**src/sv/lzd_pkg.sv**
```systemverilog
// ----------------------------------------------------------------------------
// lzd_pkg
// shared types, constants and tables of the lz77 bit-stream decompressor
// ----------------------------------------------------------------------------
`default_nettype none

package lzd_pkg;

   localparam int WINDOW_BITS = 21;
   localparam int WIN_DEPTH   = 1 << WINDOW_BITS;
   localparam int LEN_W       = 10;
   localparam int CNT_W       = 5;
   localparam int GROUP_BYTES = 16;
   localparam int GROUP_W     = GROUP_BYTES * 8;
   localparam int ADDR_W      = 2;

   localparam logic [ADDR_W-1:0] REG_TOTAL_LENGTH = 2'd0;

   typedef enum logic [2:0] {
      PH_FLAG,
      PH_LIT,
      PH_PREFIX,
      PH_EXTRA,
      PH_SLOT,
      PH_DIST
   } phase_type;

   typedef enum logic [1:0] {
      CMD_LIT,
      CMD_MATCH,
      CMD_ERR
   } cmd_kind_type;

   typedef struct packed {
      cmd_kind_type           kind;
      logic [7:0]             lit;
      logic [LEN_W-1:0]       len;
      logic [WINDOW_BITS-1:0] offset;
      logic                   done;
   } cmd_type;

   typedef struct packed {
      logic    push;
      cmd_type cmd;
   } qpush_type;

   typedef struct packed {
      logic    full;
      logic    empty;
      cmd_type head;
   } qstat_type;

   typedef enum logic [1:0] {
      F_IDLE,
      F_DECODE,
      F_PUSH
   } front_state_type;

   typedef enum logic [1:0] {
      B_IDLE,
      B_READ,
      B_WRITE,
      B_EMIT
   } back_state_type;

   function automatic logic [4:0] class_width(input logic [2:0] c);
      logic [4:0] r;
      case (c)
         3'd0: r = 5'd2;
         3'd1: r = 5'd2;
         3'd2: r = 5'd2;
         3'd3: r = 5'd3;
         3'd4: r = 5'd5;
         default: r = 5'd9;
      endcase
      return r;
   endfunction

   function automatic logic [5:0] class_base(input logic [2:0] c);
      logic [5:0] r;
      case (c)
         3'd0: r = 6'd0;
         3'd1: r = 6'd4;
         3'd2: r = 6'd8;
         3'd3: r = 6'd12;
         3'd4: r = 6'd20;
         default: r = 6'd52;
      endcase
      return r;
   endfunction

endpackage

`default_nettype wire

```
**src/sv/lzd_req_if.sv**
```systemverilog
// ----------------------------------------------------------------------------
// lzd_req_if
// compressed byte channel, one byte per beat
// ----------------------------------------------------------------------------
`default_nettype none

interface lzd_req_if;
   logic       valid;
   logic       ready;
   logic [7:0] in_byte;

   modport source (output valid, output in_byte, input ready);
   modport sink (input valid, input in_byte, output ready);
endinterface

`default_nettype wire

```
**src/sv/lzd_front.sv**
```systemverilog
// ----------------------------------------------------------------------------
// lzd_front
// bit accumulator and token parser, one field per cycle unless stalled
// ----------------------------------------------------------------------------
`default_nettype none

module lzd_front (
   input  wire logic              clock,
   input  wire logic              reset,
   lzd_req_if.sink                req,
   input  wire logic [31:0]       total_length,
   input  wire lzd_pkg::qstat_type qstat,
   output lzd_pkg::qpush_type     qpush
);

   lzd_pkg::front_state_type state_ff, state_in;
   lzd_pkg::phase_type       phase_ff, phase_in;
   logic [31:0]              acc_ff, acc_in;
   logic [5:0]               held_ff, held_in;
   logic [lzd_pkg::LEN_W-1:0] ml_ff, ml_in;
   logic [3:0]               slot_ff, slot_in;
   logic [31:0]              produced_ff, produced_in;
   logic                     done_ff, done_in;
   logic                     err_ff, err_in;
   lzd_pkg::cmd_type         cmd_ff, cmd_in;

   logic                     accept;
   logic [4:0]               w;
   logic [31:0]              v;
   logic [lzd_pkg::WINDOW_BITS-1:0] offset;
   logic [lzd_pkg::LEN_W-1:0] len;
   logic [32:0]              end_pos;
   logic                     bad;
   logic                     enough;
   logic [lzd_pkg::LEN_W-1:0] ml_inc;

   assign req.ready = (state_ff == lzd_pkg::F_IDLE);
   assign accept    = req.valid && req.ready;

   always_comb begin
      case (phase_ff)
         lzd_pkg::PH_LIT:   w = 5'd8;
         lzd_pkg::PH_EXTRA: w = lzd_pkg::class_width(ml_ff[2:0]);
         lzd_pkg::PH_SLOT:  w = 5'd4;
         lzd_pkg::PH_DIST:  w = (slot_ff == 4'd0) ? 5'(lzd_pkg::WINDOW_BITS - 15)
                                                 : 5'(lzd_pkg::WINDOW_BITS - 16) + 5'(slot_ff);
         default:           w = 5'd1;
      endcase
   end

   assign enough  = held_ff >= {1'b0, w};
   assign v       = acc_ff & ((32'h1 << w) - 32'h1);
   assign offset  = lzd_pkg::WINDOW_BITS'(v)
                    + ((slot_ff == 4'd0) ? '0
                       : (lzd_pkg::WINDOW_BITS'(1) << (5'(lzd_pkg::WINDOW_BITS - 16)
                                                       + 5'(slot_ff))));
   assign len     = ml_ff + lzd_pkg::LEN_W'(3);
   assign end_pos = {1'b0, produced_ff} + 33'(len);
   assign bad     = (32'(offset) >= produced_ff) || (end_pos > {1'b0, total_length});
   assign ml_inc  = ml_ff + lzd_pkg::LEN_W'(1);

   // next state
   always_comb begin
      state_in = state_ff;
      case (state_ff)
         lzd_pkg::F_IDLE: begin
            if (accept) begin
               if (err_ff) begin
                  state_in = lzd_pkg::F_PUSH;
               end else if (!(done_ff || produced_ff >= total_length)) begin
                  state_in = lzd_pkg::F_DECODE;
               end
            end
         end
         lzd_pkg::F_DECODE: begin
            if (!enough) begin
               state_in = lzd_pkg::F_IDLE;
            end else if (phase_ff == lzd_pkg::PH_LIT || phase_ff == lzd_pkg::PH_DIST) begin
               state_in = lzd_pkg::F_PUSH;
            end
         end
         lzd_pkg::F_PUSH: begin
            if (!qstat.full) begin
               state_in = lzd_pkg::F_IDLE;
            end
         end
         default: state_in = lzd_pkg::F_IDLE;
      endcase
   end

   // datapath and outputs
   always_comb begin
      phase_in    = phase_ff;
      acc_in      = acc_ff;
      held_in     = held_ff;
      ml_in       = ml_ff;
      slot_in     = slot_ff;
      produced_in = produced_ff;
      done_in     = done_ff;
      err_in      = err_ff;
      cmd_in      = cmd_ff;
      qpush.push  = 1'b0;
      qpush.cmd   = cmd_ff;
      case (state_ff)
         lzd_pkg::F_IDLE: begin
            if (accept) begin
               if (err_ff) begin
                  cmd_in      = '0;
                  cmd_in.kind = lzd_pkg::CMD_ERR;
               end else if (done_ff || produced_ff >= total_length) begin
                  done_in = 1'b1;
               end else begin
                  acc_in  = acc_ff | (32'(req.in_byte) << held_ff);
                  held_in = held_ff + 6'd8;
               end
            end
         end
         lzd_pkg::F_DECODE: begin
            if (enough) begin
               acc_in  = acc_ff >> w;
               held_in = held_ff - 6'(w);
               case (phase_ff)
                  lzd_pkg::PH_FLAG: begin
                     if (v[0]) begin
                        phase_in = lzd_pkg::PH_PREFIX;
                        ml_in    = '0;
                     end else begin
                        phase_in = lzd_pkg::PH_LIT;
                     end
                  end
                  lzd_pkg::PH_LIT: begin
                     produced_in = produced_ff + 32'd1;
                     cmd_in      = '0;
                     cmd_in.kind = lzd_pkg::CMD_LIT;
                     cmd_in.lit  = v[7:0];
                     cmd_in.done = (produced_ff + 32'd1) >= total_length;
                     done_in     = done_ff | cmd_in.done;
                     phase_in    = lzd_pkg::PH_FLAG;
                  end
                  lzd_pkg::PH_PREFIX: begin
                     if (v[0]) begin
                        phase_in = lzd_pkg::PH_EXTRA;
                     end else if (ml_inc >= lzd_pkg::LEN_W'(5)) begin
                        ml_in    = lzd_pkg::LEN_W'(5);
                        phase_in = lzd_pkg::PH_EXTRA;
                     end else begin
                        ml_in = ml_inc;
                     end
                  end
                  lzd_pkg::PH_EXTRA: begin
                     ml_in    = lzd_pkg::LEN_W'(lzd_pkg::class_base(ml_ff[2:0]))
                                + lzd_pkg::LEN_W'(v[8:0]);
                     phase_in = lzd_pkg::PH_SLOT;
                  end
                  lzd_pkg::PH_SLOT: begin
                     slot_in  = v[3:0];
                     phase_in = lzd_pkg::PH_DIST;
                  end
                  lzd_pkg::PH_DIST: begin
                     phase_in = lzd_pkg::PH_FLAG;
                     cmd_in   = '0;
                     if (bad) begin
                        err_in      = 1'b1;
                        cmd_in.kind = lzd_pkg::CMD_ERR;
                     end else begin
                        cmd_in.kind   = lzd_pkg::CMD_MATCH;
                        cmd_in.len    = len;
                        cmd_in.offset = offset;
                        cmd_in.done   = end_pos >= {1'b0, total_length};
                        produced_in   = end_pos[31:0];
                        done_in       = done_ff | cmd_in.done;
                     end
                  end
                  default: phase_in = lzd_pkg::PH_FLAG;
               endcase
            end
         end
         lzd_pkg::F_PUSH: begin
            qpush.push = !qstat.full;
         end
         default: ;
      endcase
   end

   always_ff @(posedge clock) begin
      if (reset) begin
         state_ff    <= lzd_pkg::F_IDLE;
         phase_ff    <= lzd_pkg::PH_FLAG;
         acc_ff      <= '0;
         held_ff     <= '0;
         ml_ff       <= '0;
         slot_ff     <= '0;
         produced_ff <= '0;
         done_ff     <= 1'b0;
         err_ff      <= 1'b0;
      end else begin
         state_ff    <= state_in;
         phase_ff    <= phase_in;
         acc_ff      <= acc_in;
         held_ff     <= held_in;
         ml_ff       <= ml_in;
         slot_ff     <= slot_in;
         produced_ff <= produced_in;
         done_ff     <= done_in;
         err_ff      <= err_in;
      end
   end

   always_ff @(posedge clock) begin
      cmd_ff <= cmd_in;
   end

endmodule

`default_nettype wire

```
**src/flat_wrapper.sv**
```systemverilog
// flat-port wrapper written by rule: the top's interface ports become plain ports
module lzd_front_flat 
  (clock, reset, total_length, qstat, qpush, req_valid, req_in_byte, req_ready);
  lzd_req_if req_i ();
  input  wire logic clock;
  input  wire logic reset;
  input  wire logic [31:0] total_length;
  input  wire lzd_pkg::qstat_type qstat;
  output lzd_pkg::qpush_type qpush;
  input wire logic [$bits(req_i.valid)-1:0] req_valid;
  input wire logic [$bits(req_i.in_byte)-1:0] req_in_byte;
  output wire logic [$bits(req_i.ready)-1:0] req_ready;
  assign req_i.valid = req_valid;
  assign req_i.in_byte = req_in_byte;
  assign req_ready = req_i.ready;
  lzd_front u_core (.clock(clock), .reset(reset), .req(req_i), .total_length(total_length), .qstat(qstat), .qpush(qpush));
endmodule
```
**config.mk**
```make
export PLATFORM = sky130hd
export DESIGN_NAME = lzd_front_flat
export DESIGN_NICKNAME = d
export VERILOG_FILES = /design/src/sv/lzd_pkg.sv /design/src/sv/lzd_req_if.sv /design/src/sv/lzd_front.sv /design/src/flat_wrapper.sv
export SDC_FILE = /design/constraint.sdc
export NUM_CORES = 1
export LEC_CHECK = 0
export ABC_AREA = 1
export BUFFER_PORTS_ARGS = -buffer_cell sky130_fd_sc_hd__buf_2
export CAP_MARGIN = 5
export CORE_MARGIN = 2
export CORE_UTILIZATION = 42
export CTS_CLUSTER_DIAMETER = 80
export DETAILED_ROUTE_END_ITERATION = 6
export PLACE_DENSITY = 0.6
export SYNTH_ARGS = -nofsm -noshare
export SYNTH_HDL_FRONTEND = slang
export SYNTH_SLANG_ARGS = --single-unit
```
**constraint.sdc**
```tcl
create_clock -name clock -period 6.84 [get_ports clock]
set_clock_uncertainty 0.05 [all_clocks]
set_input_delay 1.368 -clock clock [delete_from_list [all_inputs] [get_ports clock]]
set_output_delay 1.368 -clock clock [all_outputs]
set_load 0.01 [all_outputs]
```
== After elaboration in Yosys (flattened, before gate mapping) ==
Index checks and enable logic that the tools add are counted.
Word-level totals
  flip-flop bits (word level): 133
  bits in latches: 0
  bits in writable memories: 0
  ROM bits: 0
  input bits: 87
  word-level logic and storage cells: 137
  memories kept: 0
Operators by class
  $add $sub $neg: 10
  multiply operators: 0
  divide/modulo/power cells: 0
  magnitude comparators: 7
  eq/ne operators: 26
  shifts and indexed selects: 4
  mux-type cells: 50
  bitwise operators: 4
  reduce and logical (&&, ||, !) cells: 22
Operator list (count)
  two-way mux 32 bit: 6
  one-hot mux 42 bit (2 select lines): 2
  one-hot mux 32 bit (2 select lines): 2
  two-way mux 42 bit: 3
  greater-or-equal comparator 32 bit: 2
  two-way mux 6 bit: 7
  left shift 1 x 5 -> 21 bit, first input constant: 2
  adder 32 x 10 -> 33 bit: 1
  greater-or-equal comparator 33 x 32 -> 1 bit: 1
  > comparator 33 x 32 -> 1 bit: 1
  adder 32 x 1 -> 32 bit, second input constant: 1
  greater-or-equal comparator 21 x 32 -> 1 bit: 1
  bitwise OR 32 bit: 1
  left shift 8 x 6 -> 32 bit: 1
  right shift 32 x 5 -> 32 bit: 1
  two-way mux 10 bit: 3
  one-hot mux 10 bit (3 select lines): 1
  one-hot mux 6 bit (5 select lines): 1
  adder 21 bit: 1
  bitwise AND 21 bit: 1
  two-way mux 21 bit: 1
  subtractor 21 x 1 -> 21 bit, second input constant: 1
  one-hot mux 5 bit (4 select lines): 1
  two-way mux 2 bit: 8
  other kinds (39): 73

== Longest topological paths before layout ==
  depth after elaboration: 14
  depth in mapped cells: 44
  mapped depth without buffers: 43

== Worst setup path before layout ==
Ideal clock, no wire load.
  path kind: reg2reg
  from: register u_core.ml_ff[0] in the netlist's numbering
  to: register u_core.cmd_ff, in the netlist u_core.qpush[19] (data pin)
  setup time: 0.268 ns
  arrival: 5.348 ns
  data required time: 6.522 ns
  path slack: 1.174 ns
  cell stages (with the launch flop): 36
  clock period less this slack: 5.666 ns
  path through: dfxtp_1 inv_1 ha_1 a21oi_1 nand2_1 nand2_2 nand2_4 nor2_4 nand2_2 nor2_4 inv_2 ha_1 inv_1 nor2_1 nor3_1 ha_1 o21ai_0 inv_1 a21oi_1 o21ai_0 a31oi_1 o21bai_1 a21o_1 xor2_1 inv_1 ha_1 inv_1 nor3_1 a211oi_1 nand2_1 nand2_1 nand2_1 nand2_1 nand3_1 clkbuf_1 nor3_1
Between the ends
  elaborated cells on any way between the ends: 21
  classes of those cells: 4 x add/sub; 2 x order compare; 4 x eq/ne; 1 x shift; 6 x mux; 1 x bitwise; 3 x reduce/logical
RTL lines
  from (decl): RTL line lzd_front.sv:20  | logic [lzd_pkg::LEN_W-1:0] ml_ff, ml_in;
  from (signal assigned): RTL line lzd_front.sv:201  | ml_ff <= ml_in;
  adder 10 x 2 -> 10 bit: RTL line lzd_front.sv:57  | assign len = ml_ff + lzd_pkg::LEN_W'(3);
  named net u_core.len (one bit): RTL line lzd_front.sv:31  | logic [lzd_pkg::LEN_W-1:0] len;
  adder 32 x 10 -> 33 bit: RTL line lzd_front.sv:58  | assign end_pos = {1'b0, produced_ff} + 33'(len);
  > comparator 33 x 32 -> 1 bit: RTL line lzd_front.sv:59  | assign bad = (32'(offset) >= produced_ff) || (end_pos > {1'b0, total_length});
  logical OR 1 bit: RTL line lzd_front.sv:59
  two-way mux 32 bit: RTL line lzd_front.sv:162  | if (bad) begin
  one-hot mux 42 bit (2 select lines): RTL line lzd_front.sv:122  | case (phase_ff)
  two-way mux 42 bit: RTL line lzd_front.sv:119  | if (enough) begin
  one-hot mux 42 bit (2 select lines): RTL line lzd_front.sv:104  | case (state_ff)
  to (signal assigned): RTL line lzd_front.sv:210  | cmd_ff <= cmd_in;
  to (decl): RTL line lzd_front.sv:25  | lzd_pkg::cmd_type cmd_ff, cmd_in;
The timed path passes the listed nets, and every way through them passes these cells. The select of a mux whose other input is x is not followed.
A chain may end at the register's enable or synchronous reset.

== Worst setup path in the final report ==
  from: register u_core.ml_ff[1] in the netlist's numbering
  to: register u_core.produced_ff[8]
Between the ends
  cells in the longest elaborated chain, start to end: 12
  elaborated cells on any way between the ends: 22
  classes of those cells: 4 x add/sub; 3 x order compare; 5 x eq/ne; 1 x shift; 4 x mux; 1 x bitwise; 4 x reduce/logical
Ends and longest elaborated chain
  equality test 3 x 1 -> 1 bit (tied with other cells): RTL line lzd_pkg.sv:68  | case (c)
  OR reduction 3 bit (no line)
  one-hot mux 4 bit (3 select lines) *: RTL line lzd_pkg.sv:68
  one-hot mux 5 bit (4 select lines) *: RTL line lzd_front.sv:41  | case (phase_ff)
  left shift 1 x 5 -> 21 bit *: RTL line lzd_front.sv:52  | assign v = acc_ff & ((32'h1 << w) - 32'h1);
  subtractor 21 x 1 -> 21 bit *: RTL line lzd_front.sv:52
  bitwise AND 21 bit *: RTL line lzd_front.sv:52
  adder 21 bit *: RTL line lzd_front.sv:54  | + ((slot_ff == 4'd0) ? '0
  named net u_core.offset (one bit): RTL line lzd_front.sv:30  | logic [lzd_pkg::WINDOW_BITS-1:0] offset;
  greater-or-equal comparator 21 x 32 -> 1 bit *: RTL line lzd_front.sv:59
  logical OR 1 bit *: RTL line lzd_front.sv:59
  != test 2 bit (no line) *
  AND reduction 4 bit (no line) *
  to (signal assigned): RTL line lzd_front.sv:203  | produced_ff <= produced_in;
  to (decl): RTL line lzd_front.sv:22  | logic [31:0] produced_ff, produced_in;
The timed path passes the listed nets; every way through them passes the cells marked *. The select of a mux whose other input is x is not followed.

==> results.sh <==
export IMPL_status="completed"
export IMPL_async_flop_share_pct=0
export IMPL_cts_sinks=133
export IMPL_drt_wirelength_per_cell_um=18.33
export IMPL_worst_pin_slew_ns=1.024
export IMPL_cap_violations=0
export IMPL_diodes=0
export IMPL_area_growth_pct=11.82
export IMPL_cpMaxStageDelayCell="dfxtp_2"
export IMPL_dp_hpwl_mm=41.52
export IMPL_drive_above_1_share_pct=10.62
export IMPL_rsz0062_at_grt="no"
export IMPL_min_period_ns=6.387
export IMPL_rows=69
export IMPL_die_y_um=192.5
export IMPL_ir_drop_mv=0.2365
export IMPL_startpoint_type="register"
export IMPL_critical_path_most_common_cell="nand2_1"
export IMPL_htreeDepth=4
export IMPL_setup_viol=0
export IMPL_place_gp_congestion=0.9780
export IMPL_portBuffers=87
export IMPL_n_fill_cell=3711
export IMPL_initial_core_util_pct=42.27
export IMPL_detail_route_antenna_nets=0
export IMPL_ys_warn_count=0
export IMPL_io_pins=131
export IMPL_crit_path_max_incr_delay_ns=0.37
export IMPL_fp_coreArea_sq_um=35310
export IMPL_tns_ns=0
export IMPL_yosysUniqueCellTypes=62
export IMPL_track_usage_pct=28.96
export IMPL_grt_pass1_wl_mm=82.37
export IMPL_syn_avg_cell_area_sq_um=6.414
export IMPL_ys_seq_elements=133
export IMPL_yosysSeqAreaShare_pct=20.66
export IMPL_grt_max_degree=64
export IMPL_viasPerCell=5.521
export IMPL_min_path_type="reg2reg"
export IMPL_fp_dieW_um=192.5
export IMPL_finalHoldViolCount=0
export IMPL_critical_path_required_ns=7.19
export IMPL_cts_tree="built"
export IMPL_dpl_cell_count=2848
export IMPL_numCtsBuffers=17
export IMPL_synthesis_nets=2591
export IMPL_syn_cell_area_sq_um=14920
export IMPL_slew_headroom_pct=31.75
export IMPL_grt_pass1_vias=15130
export IMPL_fin_nets=2670
export IMPL_synthCells=2327
export IMPL_drcViolationCount=0
export IMPL_grt_ovfl_total=0
export IMPL_cp_arrival_ns=6.73
export IMPL_clock_latency_ns=0.46
export IMPL_detail_route_iter0_violations=1301
export IMPL_clk_path_buf_depth=2
export IMPL_end_kind="register"
export IMPL_crit_path_max_fanout=18
export IMPL_powerDensity_nw_per_um2=376.0
export IMPL_post_route_period_util_pct=93.37
export IMPL_finalNonFillerCells=2880
export IMPL_layout_common_cells="nand2_1, inv_1, nor2_1"
export IMPL_clk_pin_slew_worst_paths_ns=0.07
export IMPL_layout_commonest_cell="nand2_1"
export IMPL_root_buffer="clkbuf_16"
export IMPL_wirelength_mm=52.80
export IMPL_die_area_sq_um=37060
export IMPL_drv_slew=0
export IMPL_ys_flop_type="dfxtp_1"
export IMPL_max_freq_ghz=0.1566
export IMPL_hold_ws_ns=0.4171
export IMPL_synth_edf_count=42
export IMPL_dr_pass1_iters=6
export IMPL_antenna_found_initial=0
export IMPL_num_vias=15900
export IMPL_path_class="reg2reg"
export IMPL_power_leakage_uw=0.008037
export IMPL_hold_buffers=0
==> per-layer routing <==
layer,GRT usage [%],share of wire (%),vias to the layer above
met4,13.01,4.2,0
met2,48.75,46,542
met1,37.02,44,7379
li1,-,-,7877
met5,0,0,-
met3,3.546,5.2,103
==> critical path: cells and delay by family (launching register included) <==
| family | cells | cell delay (ns) |
|---|---|---|
| simple gates | 26 | 3.62 |
| buf+inv | 7 | 0.96 |
| fa+ha+maj | 3 | 0.90 |
| compound gates | 3 | 0.41 |
| flops | 1 | 0.37 |
==> stage by stage <==
step / setup slack, ns / power [uW] / instance area, sq um / util [%]
floorplan: 1.174 / 4005 / 14920 / -
global placement: 0.3073 / 5138 / 15980 / 45.26
detailed placement: 0.1267 / 5183 / 15980 / 45.26
CTS: 0.08042 / 6154 / 16550 / 46.88
global route: 0.004471 / 6800 / 16690 / 47.26
finish: 0.4535 / 6275 / 16690 / 47.26
==> repair_timing <==
action,in CTS,in global routing
endpoints found under the setup margin,0,68
buffers inserted,0,0
resized for setup,0,29
==> registers in the layout, indices dropped and copies added, names as in the netlist <==
signal,count
u_core.acc_ff,32
u_core.err_ff,1
u_core.held_ff,6
u_core.slot_ff,4
u_core.produced_ff,32
u_core.ml_ff,10
u_core.qpush,42
u_core.done_ff,1
u_core.phase_ff,3
u_core.state_ff,2
==> final cells by class <==
type	instances	area [sq um]	share of cell area, %
multi-input cells	1812	10450	62.63
flip-flops and latches	133	3085	18.49
inverters	306	1154	6.913
repair buffers	136	848.3	5.083
well taps	461	576.8	3.456
clock buffers	17	425.4	2.549
clock inverters	15	146.4	0.8772
==> power breakdown <==
part / switching (uW) / leakage, uW / total [uW] / internal [uW]
registers: 175 / 0.00114 / 1190 / 1010
clock network: 440 / 0.000272 / 950 / 510
logic: 2820 / 0.00663 / 4140 / 1310
==> logic make-up after synthesis <==
logic type               after synthesis  synth area share (%)
flip-flops                           133                 20.66
multiplexers                          11                0.7378
buffers and inverters                382                 10.16
AND/OR/NAND/NOR                     1079                 31.43
XOR/XNOR                              88                 5.164
AO/OA/AOI/OAI                        457                 16.81
adder cells (fa/ha/maj)              177                 15.04
==> worst paths after layout <==
path	start	to	slack [ns]	depth (start not counted)
max	u_core.ml_ff[1]$_SDFFE_PP0P_	u_core.produced_ff[8]$_SDFFE_PP0P_	0.45	39
min	u_core.done_ff$_SDFFE_PP0P_	u_core.done_ff$_SDFFE_PP0P_	0.42	2
max reg2reg	u_core.ml_ff[1]$_SDFFE_PP0P_	u_core.produced_ff[8]$_SDFFE_PP0P_	0.45	39
min reg2reg	u_core.done_ff$_SDFFE_PP0P_	u_core.done_ff$_SDFFE_PP0P_	0.42	2
==> cells in the mapped netlist (all sizes together) (10+ instances only) <==
cell    number  area (sq um)
nand3      112         613.1
nor4        18         112.6
a21oi      158         794.5
mux2i       11         110.1
nand4       39         250.2
ha         173          2165
or2         11         68.82
o21ai      213          1077
inv        303          1142
clkbuf      44         165.2
o22ai       10         62.56
nand2      549          2138
nor2       292          1149
dfxtp       91          1822
edfxtp      42          1261
buf         32         197.7
a31oi       19         118.9
o211ai      18         135.1
xor2        81         709.4
nor3        45         266.5
Note: power is estimated with default switching activity, not from simulation.
