<file path="src/sv/lzd_pkg.sv">
// ----------------------------------------------------------------------------
// lzd_pkg
// shared types, constants and tables of the lz77 bit-stream decompressor
// ----------------------------------------------------------------------------
`default_nettype none

package lzd_pkg;

   localparam int WINDOW_BITS = 21;
   localparam int WIN_DEPTH   = 1 << WINDOW_BITS;
   localparam int LEN_W       = 10;
   localparam int CNT_W       = 5;
   localparam int GROUP_BYTES = 16;
   localparam int GROUP_W     = GROUP_BYTES * 8;
   localparam int ADDR_W      = 2;

   localparam logic [ADDR_W-1:0] REG_TOTAL_LENGTH = 2'd0;

   typedef enum logic [2:0] {
      PH_FLAG,
      PH_LIT,
      PH_PREFIX,
      PH_EXTRA,
      PH_SLOT,
      PH_DIST
   } phase_type;

   typedef enum logic [1:0] {
      CMD_LIT,
      CMD_MATCH,
      CMD_ERR
   } cmd_kind_type;

   typedef struct packed {
      cmd_kind_type           kind;
      logic [7:0]             lit;
      logic [LEN_W-1:0]       len;
      logic [WINDOW_BITS-1:0] offset;
      logic                   done;
   } cmd_type;

   typedef struct packed {
      logic    push;
      cmd_type cmd;
   } qpush_type;

   typedef struct packed {
      logic    full;
      logic    empty;
      cmd_type head;
   } qstat_type;

   typedef enum logic [1:0] {
      F_IDLE,
      F_DECODE,
      F_PUSH
   } front_state_type;

   typedef enum logic [1:0] {
      B_IDLE,
      B_READ,
      B_WRITE,
      B_EMIT
   } back_state_type;

   function automatic logic [4:0] class_width(input logic [2:0] c);
      logic [4:0] r;
      case (c)
         3'd0: r = 5'd2;
         3'd1: r = 5'd2;
         3'd2: r = 5'd2;
         3'd3: r = 5'd3;
         3'd4: r = 5'd5;
         default: r = 5'd9;
      endcase
      return r;
   endfunction

   function automatic logic [5:0] class_base(input logic [2:0] c);
      logic [5:0] r;
      case (c)
         3'd0: r = 6'd0;
         3'd1: r = 6'd4;
         3'd2: r = 6'd8;
         3'd3: r = 6'd12;
         3'd4: r = 6'd20;
         default: r = 6'd52;
      endcase
      return r;
   endfunction

endpackage

`default_nettype wire

</file>
<file path="src/sv/lzd_queue.sv">
// ----------------------------------------------------------------------------
// lzd_queue
// two-entry command queue between parser and copy engine
// ----------------------------------------------------------------------------
`default_nettype none

module lzd_queue (
   input  wire logic               clock,
   input  wire logic               reset,
   input  wire lzd_pkg::qpush_type qpush,
   input  wire logic               pop,
   output lzd_pkg::qstat_type      qstat
);

   lzd_pkg::cmd_type entry_ff [2];
   logic             wptr_ff, wptr_in;
   logic             rptr_ff, rptr_in;
   logic [1:0]       count_ff, count_in;
   logic             do_push;
   logic             do_pop;

   assign qstat.full  = count_ff == 2'd2;
   assign qstat.empty = count_ff == 2'd0;
   assign qstat.head  = entry_ff[rptr_ff];
   assign do_push     = qpush.push && !qstat.full;
   assign do_pop      = pop && !qstat.empty;

   always_comb begin
      wptr_in  = do_push ? ~wptr_ff : wptr_ff;
      rptr_in  = do_pop ? ~rptr_ff : rptr_ff;
      count_in = count_ff + 2'(do_push) - 2'(do_pop);
   end

   always_ff @(posedge clock) begin
      if (reset) begin
         wptr_ff  <= 1'b0;
         rptr_ff  <= 1'b0;
         count_ff <= '0;
      end else begin
         wptr_ff  <= wptr_in;
         rptr_ff  <= rptr_in;
         count_ff <= count_in;
      end
   end

   always_ff @(posedge clock) begin
      if (do_push) begin
         entry_ff[wptr_ff] <= qpush.cmd;
      end
   end

endmodule

`default_nettype wire

</file>
<file path="config.mk">
export PLATFORM = sky130hd
export DESIGN_NAME = lzd_queue
export DESIGN_NICKNAME = d
export VERILOG_FILES = /design/src/sv/lzd_pkg.sv /design/src/sv/lzd_queue.sv
export SDC_FILE = /design/constraint.sdc
export NUM_CORES = 1
export LEC_CHECK = 0
export ABC_AREA = 1
export BUFFER_PORTS_ARGS = -buffer_cell sky130_fd_sc_hd__buf_2
export CAP_MARGIN = 10
export CORE_ASPECT_RATIO = 0.6
export CORE_MARGIN = 1
export CORE_UTILIZATION = 44
export CTS_CLUSTER_DIAMETER = 200
export CTS_CLUSTER_SIZE = 25
export DETAILED_ROUTE_END_ITERATION = 16
export MAX_ROUTING_LAYER = met4
export PLACE_DENSITY_LB_ADDON = 0.3
export SLEW_MARGIN = 10
export SYNTH_ARGS = -nofsm -noshare
export SYNTH_HDL_FRONTEND = slang
export SYNTH_SLANG_ARGS = --single-unit
</file>
<file path="constraint.sdc">
create_clock -name clock -period 8.1 [get_ports clock]
set_input_delay 0 -clock clock [delete_from_list [all_inputs] [get_ports clock]]
set_output_delay 0 -clock clock [all_outputs]
set_load 0.02 [all_outputs]
</file>
# Yosys cells after proc, flatten, opt, wreduce, memory -nomap -nowiden
# Memories as Yosys holds them, arrays and structs flattened. A register that Yosys moved wholly into a read port is not among the register bits.
# Index checks and enable logic that the tools add are counted.
# word_totals
ff_bits	4
latchBits	0
mem_bits_rw	84
romBits	0
input_bits	46
output_inout_bits	44
memories	1
# op_classes
n_addsub	2
multipliers	0
n_div	0
magnitude_cmp	0
n_eq_ne	1
n_shift	0
n_mux	4
bitwise	2
n_reduce_logical	5
# mem_list
memory	words	word_bits	read_ports	rd_ports_with_merged_regs	write_ports	line_no	text
entry_ff	2	42	1	1	1	lzd_queue.sv:15	lzd_pkg::cmd_type entry_ff [2];
# ops
operator	n
2-to-1 mux 1 bit	4
adder 2 x 1 -> 2 bit	1
== test 2 bit, second input constant	1
logical AND 1 bit	2
zero test 1 bit	2
zero test 2 bit	1
NOT 1 bit	2
subtractor 2 x 1 -> 2 bit	1

# Depth between registers and ports, before layout
# Gate-level depths: netlist of the first run.
# depth
word_depth	5
mapped_depth	11

# Least setup slack after synthesis of the first run
# OpenSTA, ideal clock, no wires.
# synth_path
kind	reg-to-reg
start	register count_ff[0]
end	memory entry_ff[0][0] (netlist name) (enable)
setup_ns	0.441
t_arrival_ns	2.327
setup_slack_ns	5.332
path_stages_with_launch	5
n_path_buf	0
period_less_slack_ns	2.768
path_cell_list	dfxtp_1 > inv_1 > nand2_1 > nand2_1 > nor2_1
# synth_between
elab_chain_cells	5
# synth_lines
item	line_no	text
from (decl)	lzd_queue.sv:18	logic [1:0] count_ff, count_in;
from (signal assigned)	lzd_queue.sv:42	count_ff <= count_in;
== test 2 bit	lzd_queue.sv:22	assign qstat.full = count_ff == 2'd2;
zero test 1 bit	lzd_queue.sv:25	assign do_push = qpush.push && !qstat.full;
logical AND 1 bit	lzd_queue.sv:25	
2-to-1 mux 1 bit	lzd_queue.sv:47	if (do_push) begin
2-to-1 mux 1 bit (not written as such)	lzd_queue.sv:48	entry_ff[wptr_ff] <= qpush.cmd;
to (decl)	lzd_queue.sv:15	
# Every way passes these cells.

==> summary.txt, run 1 <==
Outcome
  – Outcome: finished clean

Synth
  – Number of flops mapped to enable cells by yosys: 84
  – Ranking of synthesized cells by area: edfxtp_1 72%, mux2_4 17%, dfxtp_1 2.9%
  – Synth top area share: 0.723
  – Register area share after synthesis: 0.752
  – Top-count cell post-synth: edfxtp_1
  – Netlist cell types: 12
  – Post-Syn Nets: 218
  – Post-synthesis cell area: 3490 um^2
  – Main synth FF type: edfxtp_1
  – Synthesized flop and latch total: 89
  – Share of flip-flops with an asynchronous set or reset: 0
  – Synthesized area per cell: 20.5 um^2
  – Post-Synthesis Cells: 170
  – Most frequent cells after synthesis: 84 x edfxtp_1, 40 x mux2_4, 10 x inv_1
  – Ys Warns: 0
  – Synth area leader: edfxtp_1

Global routing
  – First-pass GRT wire length: 9300 um
  – Gr usage total: 0.164
  – Initial antenna violation count: 0
  – Total gr overflow: 0
  – Vias in the first global route: 2,005
  – Pin count of the biggest net entering global routing: 43

Placed design
  – Post-Place Setup Slack: 6.27 ns
  – IO Port Bufs: 89
  – Final HPWL DP: 3690 um
  – GPL Wtd Cong: 0.787

Finish
  – Filler instances: 534
  – Nets@finish: 360
  – Share of cells above drive strength 1: 0.467
  – Ant. Diodes: 0
  – Area delta synth->final: 35.6%

Routing
  – Post-route ant nets: 0
  – 1st-pass router iterations: 5
  – Vias: 1,878
  – Number of DRC markers in iteration 0: 92
  – Wire per inst: 14.4 um
  – Routed WL: 6060 um
  – DRC: 0
  – Via density: 4.46

STA
  – Pins over their slew limit: 0
  – Final-report setup violation count: 0
  – Fin crit share: 0.265
  – Fmax achieved: 465 MHz
  – RSZ-0062 raised after global routing: no
  – Fin. Hold Viols: 0
  – Max_slew headroom: 0.393
  – Setup ws final: 5.95 ns
  – Slew @ Worst Pin: 0.910 ns
  – Min Tclk post-route: 2.15 ns
  – Fin Setup TNS: 0 ns
  – Clock Skews: 0.00714 ns

Pwr
  – Psw: 407 uW
  – Power Dens Cells: 300 nW/um^2
  – Peak supply drop: 0.184 mV
  – Sw frac: 0.287
  – Cell Int Power: 1010 uW
  – Clock share of power: 0.275
  – Sequential power share: 0.438
  – Comb power frac: 0.286
  – Pleak: 0.00191 uW

Die
  – DIE HEIGHT: 71.0 um
  – Initial Util: 0.467
  – Die X: 117 um
  – Die area: 8300 um^2
  – IO Count: 90
  – Core area: 7480 um^2
  – Site Rows: 24

Min path
  – Hold EP: count_ff[0]$_SDFF_PP0_
  – Hold Crit Start: reset
  – Hold depth: 3
  – Min-Delay Path Class: primary input to register

Clock tree
  – Reg clk slew, reported paths: 0.06 ns
  – H-tree depth: 3
  – CTS tree: built
  – Post-CTS Setup Inserts: 0
  – Clock latency on the worst-skew pair: 0.33 ns
  – CTS Sinks: 89
  – Root Driver: clkbuf_16
  – Clock buffer depth: 2
  – Total CTS buffers: 9

Setup path
  – R2R Setup Slk: 6.37 ns
  – Crit path DAT: 2.15 ns
  – Critical-path cell list: buf_4 -> mux2_2 -> buf_2
  – Crit path max fanout: 22
  – Reg2Reg Depth: 4
  – CP top delay family: flip-flops
  – CP max stage delay: 0.78 ns
  – Worst R2R End: entry_ff[1][38]$_DFFE_PP_
  – Crit. End Element: output pin
  – Worst-path cell with the longest stage delay: dfxtp_2
  – Critical Path RT: 8.10 ns
  – WP buf/inv: 2
  – Worst flop-to-flop path startpoint: count_ff[0]$_SDFF_PP0_
  – Setup CP Type: register to output pin
  – CP startpoint kind: register

Job
  – Max-cap violations: 0
[cell type report]
cell class	count	area [um^2]	area share
sequential	89	2620	0.555
timing repair buffer	136	911	0.193
multi-input combinational	66	744	0.157
clock buffer	13	240	0.0508
tap	104	130	0.0275
clock inverter	3	42.5	0.00899
inverter	10	37.5	0.00794
[worst max-delay path by stage]
| stage | startpoint | endpoint | slack, ns | cells after the start |
|---|---|---|---|---|
| detailed placement | register | qstat[41] | 6.27 | 3 |
| floorplan | count_ff[0]$_SDFF_PP0_ | entry_ff[0][0]$_DFFE_PP_ | 5.33 | 4 |
| finish | register | qstat[0] | 5.95 | 3 |
| global placement | register | qstat[41] | 6.28 | 3 |
| CTS | register | qstat[0] | 5.89 | 3 |
| global route | register | qstat[0] | 5.81 | 3 |
[layer usage]
metal / part of all wire / global-route usage / vias up
met1: 0.45 / 0.197 / 869
li1: - / - / 921
met5: 0 / - / -
met3: 0.059 / 0.0523 / 13
met2: 0.47 / 0.250 / 75
met4: 0.018 / 0.0788 / 0
[repair_timing]
item,CTS,global route
hold endpoints to repair,89,0
resized for setup,0,0
hold buffers,45,0
[logic make-up (layout without fill, tap and decap cells)]
family / Yosys count / count (layout) / synth area share
adder cells (fa/ha/maj): 2 / 2 / 0.00717
multiplexers: 42 / 42 / 0.179
AND/OR/NAND/NOR: 20 / 20 / 0.0226
buffers and inverters: 15 / 162 / 0.0369
AO/OA/AOI/OAI: 2 / 2 / 0.00287
flip-flops: 89 / 89 / 0.752
[per-stage QoR]
| step | area, um^2 | hold slack, ns | power, uW | utilization | instances |
|---|---|---|---|---|---|
| after floorplan | 3490 | 0.0712 | 934 | - | 170 |
| after global placement | 4000 | 0.179 | 1020 | 0.534 | 360 |
| after detailed placement | 4000 | 0.180 | 1020 | 0.534 | 360 |
| after CTS | 4730 | 0.355 | 1430 | 0.633 | 421 |
| after global routing | 4730 | 0.378 | 1490 | 0.633 | 421 |
| final | 4730 | 0.375 | 1420 | 0.633 | 421 |
[cells in the final DEF (no fill, tap or decap)]
cell type / count
buf_4: 2
nand2_1: 8
bufinv_16: 1
mux2_4: 40
nor2_4: 1
buf_2: 89
clkinv_2: 1
inv_2: 1
dlygate4sd3_1: 45
edfxtp_1: 84
a21oi_1: 2
ha_1: 2
nand3_1: 3
dfxtp_1: 4
dfxtp_2: 1
nor2_1: 8
clkbuf_16: 9
clkinvlp_4: 1
inv_1: 9
mux2_2: 2
clkbuf_1: 4
[worst reg2reg max path: cells and delay by family (launching register included)]
family / cells / cell delay (ns)
buffers and inverters: 2 / 0.74
AND/OR/NAND/NOR: 2 / 0.24
flip-flops: 1 / 0.35
[registers in the layout, summed over array words and instances (netlist names), named ones only]
signal and cells:
count_ff 2, entry_ff 84, rptr_ff 1, wptr_ff 1
[power groups by stage]
| stage | combinational (uW) | clock, uW | sequential, uW |
|---|---|---|---|
| finish | 406 | 390 | 621 |
| global route | 440 | 419 | 630 |
| CTS | 411 | 401 | 623 |
| detailed placement | 392 | 0 | 633 |
| global placement | 391 | 0 | 629 |
| floorplan | 323 | 0 | 611 |
No activity file was read; power rests on OpenSTA's default activity.
==> inputs of run 2 (changes only) <==
- ABC_AREA: 1 -> 0
- clock period: 8.1 -> 1.9 ns (I/O delays scaled with it)
==> run 2 against run 1 <==
Compared with the run above: synthesized cell count is 7.1% lower; first-iteration DRC count is 8.7% lower; flip-flop and latch count stayed put; sequential power grew to 4.2 times the previous value; die area is 6.6% lower; worst hold slack worse by 0.29 ns; routed wire length is 2.7% lower; setup slack worse by 5.6 ns; non-clock buffer count is 1 higher; register-to-register slack worse by 6.0 ns; critical path type is now register to register; largest power group unchanged.
==> summary.txt, run 2 <==
Die
  – DIE HEIGHT: 68.6 um
  – Initial Util: 0.471
  – IO Count: 90
  – Die area: 7760 um^2
  – Core area: 6910 um^2
  – Site Rows: 23
  – Die X: 113 um

Setup path
  – Critical Path RT: 1.93 ns
  – Critical-path cell list: nand2b_2 -> inv_2 -> or3_1 -> clkinvlp_4 -> buf_12
  – Worst R2R End: entry_ff[0][39]$_DFFE_PP_
  – R2R Setup Slk: 0.32 ns
  – Crit path max fanout: 23
  – Crit. End Element: register
  – CP endpoint: entry_ff[0][39]$_DFFE_PP_
  – Reg2Reg Depth: 5
  – Stages on worst setup path: 5
  – Crit path DAT: 1.61 ns
  – Setup CP Type: register to register
  – WP buf/inv: 3
  – Worst flop-to-flop path startpoint: count_ff[0]$_SDFF_PP0_
  – CP top delay family: simple AND/OR/NAND/NOR gates
  – Worst-path cell with the longest stage delay: dfxtp_1
  – CP max stage delay: 0.38 ns
  – Critical Path Start: count_ff[0]$_SDFF_PP0_
  – CP startpoint kind: register

Placed design
  – GPL Wtd Cong: 0.757
  – Cells after DPL: 334
  – Final HPWL DP: 3710 um
  – IO Port Bufs: 89

Finish
  – Most frequent cells in the layout: 89 x buf_2, 84 x edfxtp_1, 43 x dlygate4sd3_1
  – Multi-input gate area in the final layout: 592 um^2
  – Register with the most flip-flops: entry_ff
  – Ant. Diodes: 0
  – Max reg flops: 84
  – Share of cells above drive strength 1: 0.500
  – Biggest regs: entry_ff: 84 flops, count_ff: 2 flops
  – Commonest non-fill, non-tap cell in the layout: buf_2
  – Nets@finish: 349
  – Area delta synth->final: 39.8%
  – Register area: 2620 um^2
  – Non-Filler Instances: 393
  – Filler instances: 490

Synth
  – Multiplexer share of the synthesized area: 0.145
  – Ys Warns: 0
  – Post-synthesis cell area: 3250 um^2
  – Number of flops mapped to enable cells by yosys: 84
  – Post-Synthesis Cells: 158
  – Synth top area share: 0.775
  – XOR/XNOR Fraction of Synth Area: 0.00538
  – Largest family of logic cells by synthesized area: multiplexers
  – Netlist cell types: 20
  – Simple-Gate Fraction of Synth Area: 0.0181
  – Synth area leader: edfxtp_1
  – Register area share after synthesis: 0.806
  – Most frequent cells after synthesis: 84 x edfxtp_1, 42 x mux2_2, 5 x buf_2, 5 x dfxtp_1, 4 x nor2_1
  – Post-Synth Adder-Cell Area: 0.00769
  – Post-Syn Nets: 206
  – Synthesized area per cell: 20.6 um^2
  – Main synth FF type: edfxtp_1
  – Ranking of synthesized cells by area: edfxtp_1 78%, mux2_2 15%, dfxtp_1 3.1%
  – Synth Area in Compound Gates: 0.00538
  – Top-count cell post-synth: edfxtp_1
  – Synthesized flop and latch total: 89
  – Share of flip-flops with an asynchronous set or reset: 0

Routing
  – DRC: 0
  – WL met3: 376 um
  – DR top layer: met4
  – Number of DRC markers in iteration 0: 84
  – Wire per inst: 15.0 um
  – Routed WL: 5900 um
  – Via density: 4.78
  – Met2 WL: 2810 um
  – 1st-pass router iterations: 4
  – Met1 WL: 2640 um
  – Vias: 1,877
  – Post-route ant nets: 0

Job
  – Max-cap violations: 0

STA
  – Min Tclk post-route: 1.58 ns
  – Max_slew headroom: 0.789
  – Clock Skews: 0.00497 ns
  – Fmax achieved: 635 MHz
  – Fin. Hold Viols: 0
  – Fin Setup TNS: 0 ns
  – Final-report setup violation count: 0
  – Pins over their slew limit: 0
  – Fin crit share: 0.829
  – Slew @ Worst Pin: 0.317 ns
  – RSZ-0062 raised after global routing: no

Global routing
  – Pin count of the biggest net entering global routing: 43
  – First-pass GRT wire length: 8980 um
  – Vias in the first global route: 1,878
  – Total gr overflow: 0
  – Gr usage total: 0.171
  – Initial antenna violation count: 0

Pwr
  – Peak supply drop: 0.728 mV
  – Power Dens Cells: 1300 nW/um^2
  – Pleak: 0.00175 uW
  – Total power: 5940 uW

Clock tree
  – Root Driver: clkbuf_16
  – CTS Sinks: 89
  – CTS tree: built
  – Clock buffer depth: 2
  – Total CTS buffers: 9
  – Clock latency on the worst-skew pair: 0.33 ns
  – H-tree depth: 3
  – Reg clk slew, reported paths: 0.06 ns

Outcome
  – Outcome: finished clean

Min path
  – Min-Delay Path Class: primary input to register
==> run 2: changes by cell type in the layout (fill, tap and decap cells not counted), sizes merged, moves of 2 or more <==
| cell | delta |
|---|---|
| buf | +3 |
| nand3 | -3 |
| clkinv | +4 |
| inv | -7 |
| dlygate4sd3 | -2 |
| clkbuf | -2 |
| nor2 | -5 |
| nand2 | -7 |
==> run 2: cell type report <==
type	count	area share
Inverter	4	0.00413
Tap cell	87	0.0239
Sequential cell	89	0.577
Timing Repair Buffer	137	0.209
Clock inverter	5	0.00495
Multi-Input combinational cell	60	0.130
Clock buffer	11	0.0512
==> run 2: tightest hold or removal path: cells and delay by family <==
kind,cells,cell delay [ns]
compound gates,2,0.22
buf+inv,2,0.15
==> run 2: what timing repair did <==
action | in CTS | in global routing
resized for setup | 0 | 0
setup buffers | 0 | 0
hold endpoints to repair | 89 | 0
hold buffers | 43 | 0
==> run 2: worst min-delay path by stage <==
stage / start / to / slack [ns] / cells past startpoint
after floorplan: reset / wptr_ff$_SDFFE_PP0P_ / 0.07 / 1
after detailed placement: qpush[9] / entry_ff[1][9]$_DFFE_PP_ / 0.19 / 1
after CTS: qpush[42] / wptr_ff$_SDFFE_PP0P_ / 0.06 / 4
final: qpush[42] / wptr_ff$_SDFFE_PP0P_ / 0.08 / 4
after global placement: qpush[9] / entry_ff[1][9]$_DFFE_PP_ / 0.19 / 1
after global routing: qpush[42] / wptr_ff$_SDFFE_PP0P_ / 0.09 / 4
==> run 2: cells by family after synthesis <==
family | Yosys count
muxes | 42
AOI/OAI and AO/OA | 3
DFF | 89
buffers and inverters | 9
xor gates and xnor gates | 2
and+or+nand+nor | 11
adders and majority gates | 2
==> run 2: metal layers <==
layer	track usage	vias to the layer above
met1	0.192	910
met3	0.0699	8
li1	-	896
met4	0.0592	0
met5	-	-
met2	0.282	63
==> run 2: through the flow <==
| stage | hold WS, ns | instance area (um^2) | util | setup WS, ns |
|---|---|---|---|---|
| after floorplan | 0.0691 | 3260 | - | 0.137 |
| after detailed placement | 0.191 | 3860 | 0.559 | 0.326 |
| after CTS | 0.0644 | 4550 | 0.659 | 0.315 |
| after global placement | 0.187 | 3860 | 0.559 | 0.377 |
| final | 0.0843 | 4550 | 0.659 | 0.325 |
| after global routing | 0.0875 | 4550 | 0.659 | 0.207 |
==> run 2: power breakdown <==
| part | switching, uW | internal (uW) | leakage, uW |
|---|---|---|---|
| clock network | 631 | 868 | 0.000128 |
| logic | 1060 | 794 | 0.000796 |
| registers | 82.7 | 2500 | 0.000826 |
| total | 1770 | 4170 | 0.00175 |
==> inputs of run 3 (changes only) <==
- clock period: 1.9 -> 1.43 ns (I/O delays scaled with it)
==> run 3 against run 2 <==
Compared with the run above: the run now ends with setup timing left; clock skew barely moved; final cell count rose by 2.0%; setup slack got worse by 0.41 ns; die area did not move; flip-flop and latch count did not move; sequential share of layout area fell by 6.3 points; first-iteration DRC count rose by 30%; register-to-register slack got worse by 0.41 ns; combinational power rose by 94%; routed wire length rose by 18%; critical path depth rose by 3; global-route usage fell by 0.16 points; critical path type unchanged.
==> summary.txt, run 3 (same netlist as run 2, synthesis figures left out) <==
Outcome
  – Outcome: finished, violations left
  – Failing checks: setup timing

Pwr
  – Pleak: 0.00203 uW
  – Peak supply drop: 1.32 mV
  – Power Dens Cells: 1810 nW/um^2

Die
  – Die X: 113 um
  – Site Rows: 23
  – IO Count: 90
  – Die area: 7760 um^2
  – DIE HEIGHT: 68.6 um
  – Core area: 6910 um^2
  – Initial Util: 0.471

Clock tree
  – Root Driver: clkbuf_16
  – CTS tree: built
  – Total CTS buffers: 9
  – H-tree depth: 3
  – CTS Sinks: 89
  – Clock buffer depth: 2
  – Reg clk slew, reported paths: 0.06 ns
  – Clock latency on the worst-skew pair: 0.33 ns

STA
  – Slew @ Worst Pin: 0.186 ns
  – Hold slack: 0.0834 ns
  – Fin. Hold Viols: 0
  – Fmax achieved: 658 MHz
  – Fin crit share: 1.06
  – Max_slew headroom: 0.875
  – RSZ-0062 raised after global routing: yes
  – Clock Skews: 0.00475 ns
  – Pins over their slew limit: 0
  – Final-report setup violation count: 66
  – Min Tclk post-route: 1.52 ns
  – Setup ws final: -0.0891 ns

Placed design
  – Final HPWL DP: 3680 um
  – Post-placement cell area: 3920 um^2
  – GPL Wtd Cong: 0.725
  – IO Port Bufs: 89

Routing
  – Routed WL: 6960 um
  – Number of DRC markers in iteration 0: 109
  – DRC: 0
  – Post-route ant nets: 0
  – Wire per inst: 17.3 um
  – 1st-pass router iterations: 7
  – Vias: 1,941
  – Via density: 4.84

Setup path
  – Worst flop-to-flop path startpoint: count_ff[0]$_SDFF_PP0_
  – Critical Path RT: 1.68 ns
  – Crit. End Element: register
  – Crit path max fanout: 3
  – Crit path DAT: 1.77 ns
  – Worst R2R End: count_ff[1]$_SDFF_PP0_
  – Setup CP Type: register to register
  – R2R Setup Slk: -0.09 ns
  – CP startpoint kind: register
  – Reg2Reg Depth: 8

Finish
  – Multi-input gate area in the final layout: 738 um^2
  – Area delta synth->final: 57.3%
  – Ant. Diodes: 0
  – Nets@finish: 358
  – Register area: 2630 um^2
  – Share of cells above drive strength 1: 0.535
  – Register with the most flip-flops: entry_ff
  – Max reg flops: 84
  – Biggest regs: entry_ff: 84 flops, count_ff: 2 flops
  – Post-route cell area: 5120 um^2
  – Commonest non-fill, non-tap cell in the layout: edfxtp_1
  – Filler instances: 407
  – Most frequent cells in the layout: 84 x edfxtp_1, 56 x buf_2, 43 x dlygate4sd3_1

Min path
  – Hold depth: 4
  – Hold Crit Start: qpush[42]
  – Hold EP: wptr_ff$_SDFFE_PP0P_
  – Min-Delay Path Class: primary input to register

Global routing
  – Total gr overflow: 0
  – First-pass GRT wire length: 9030 um
  – Gr usage total: 0.169
  – Initial antenna violation count: 0
  – Vias in the first global route: 1,875
  – Pin count of the biggest net entering global routing: 30

Job
  – Max-cap violations: 0
run 3: cell types whose count changed in the layout (fill, tap and decap cells not counted), sizes merged:
cell and change:
buf +5, bufinv +1, clkbuf +3, clkinv -1
run 3: metrics by stage:
| step | power (uW) | util | setup slack, ns | TNS, ns | std cells |
|---|---|---|---|---|---|
| final | 9290 | 0.741 | -0.0891 | -2.86 | 401 |
| after global routing | 9670 | 0.741 | -0.163 | -5.98 | 401 |
| after CTS | 8260 | 0.672 | -0.0665 | -1.39 | 395 |
| after detailed placement | 5950 | 0.567 | -0.110 | -1.69 | 336 |
| after global placement | 5920 | 0.567 | -0.0716 | -0.787 | 336 |
| after floorplan | 5090 | - | -0.255 | -13.43 | 158 |
run 3: final cells by class:
cell class,instances,area share
clock inverters,5,0.00929
clock buffers,10,0.0447
inverters,4,0.00415
multi-input cells,60,0.144
repair buffers,146,0.262
well taps,87,0.0213
flip-flops and latches,89,0.514
run 3: worst max-delay path, stage by stage (launching register included):
cell and delay [ns]:
dfxtp_2 0.34, nand2b_4 0.15, nand2_2 0.05, ha_1 0.28, inv_1 0.06, ha_2 0.18, xor2_2 0.17, nor2_1 0.06
nor3_1 0.15
run 3: timing repair:
item | 4_1_cts | 5_1_grt
pin swaps | 3 | 1
endpoints found under the hold margin | 89 | 0
buffers inserted | 1 | 0
gates cloned | 0 | 6
endpoints found under the setup margin | 69 | 74
hold buffers | 43 | 0
resized for setup | 4 | 105
run 3: worst max-delay path by stage:
stage,start,slack (ns),endpoint,depth (start not counted)
2_1_floorplan,count_ff[0]$_SDFF_PP0_,-0.26,entry_ff[0][0]$_DFFE_PP_,4
3_3_place_gp,count_ff[0]$_SDFF_PP0_,-0.07,count_ff[1]$_SDFF_PP0_,8
3_5_place_dp,count_ff[0]$_SDFF_PP0_,-0.11,count_ff[1]$_SDFF_PP0_,8
4_1_cts,count_ff[1]$_SDFF_PP0_,-0.07,count_ff[1]$_SDFF_PP0_,7
5_1_grt,count_ff[0]$_SDFF_PP0_,-0.16,count_ff[1]$_SDFF_PP0_,8
6_report,count_ff[0]$_SDFF_PP0_,-0.09,count_ff[1]$_SDFF_PP0_,8
run 3: routing by layer:
layer,vias up,global-route usage,share of wire
li1,914,-,-
met1,949,0.200,0.43
met2,72,0.275,0.51
met3,6,0.0656,0.054
met4,0,0.0493,0.0076
met5,-,-,0
run 3: power breakdown:
part	switching, uW	total, uW	internal [uW]
logic	1640	3590	1960
registers	174	3520	3340
clock network	857	2180	1320
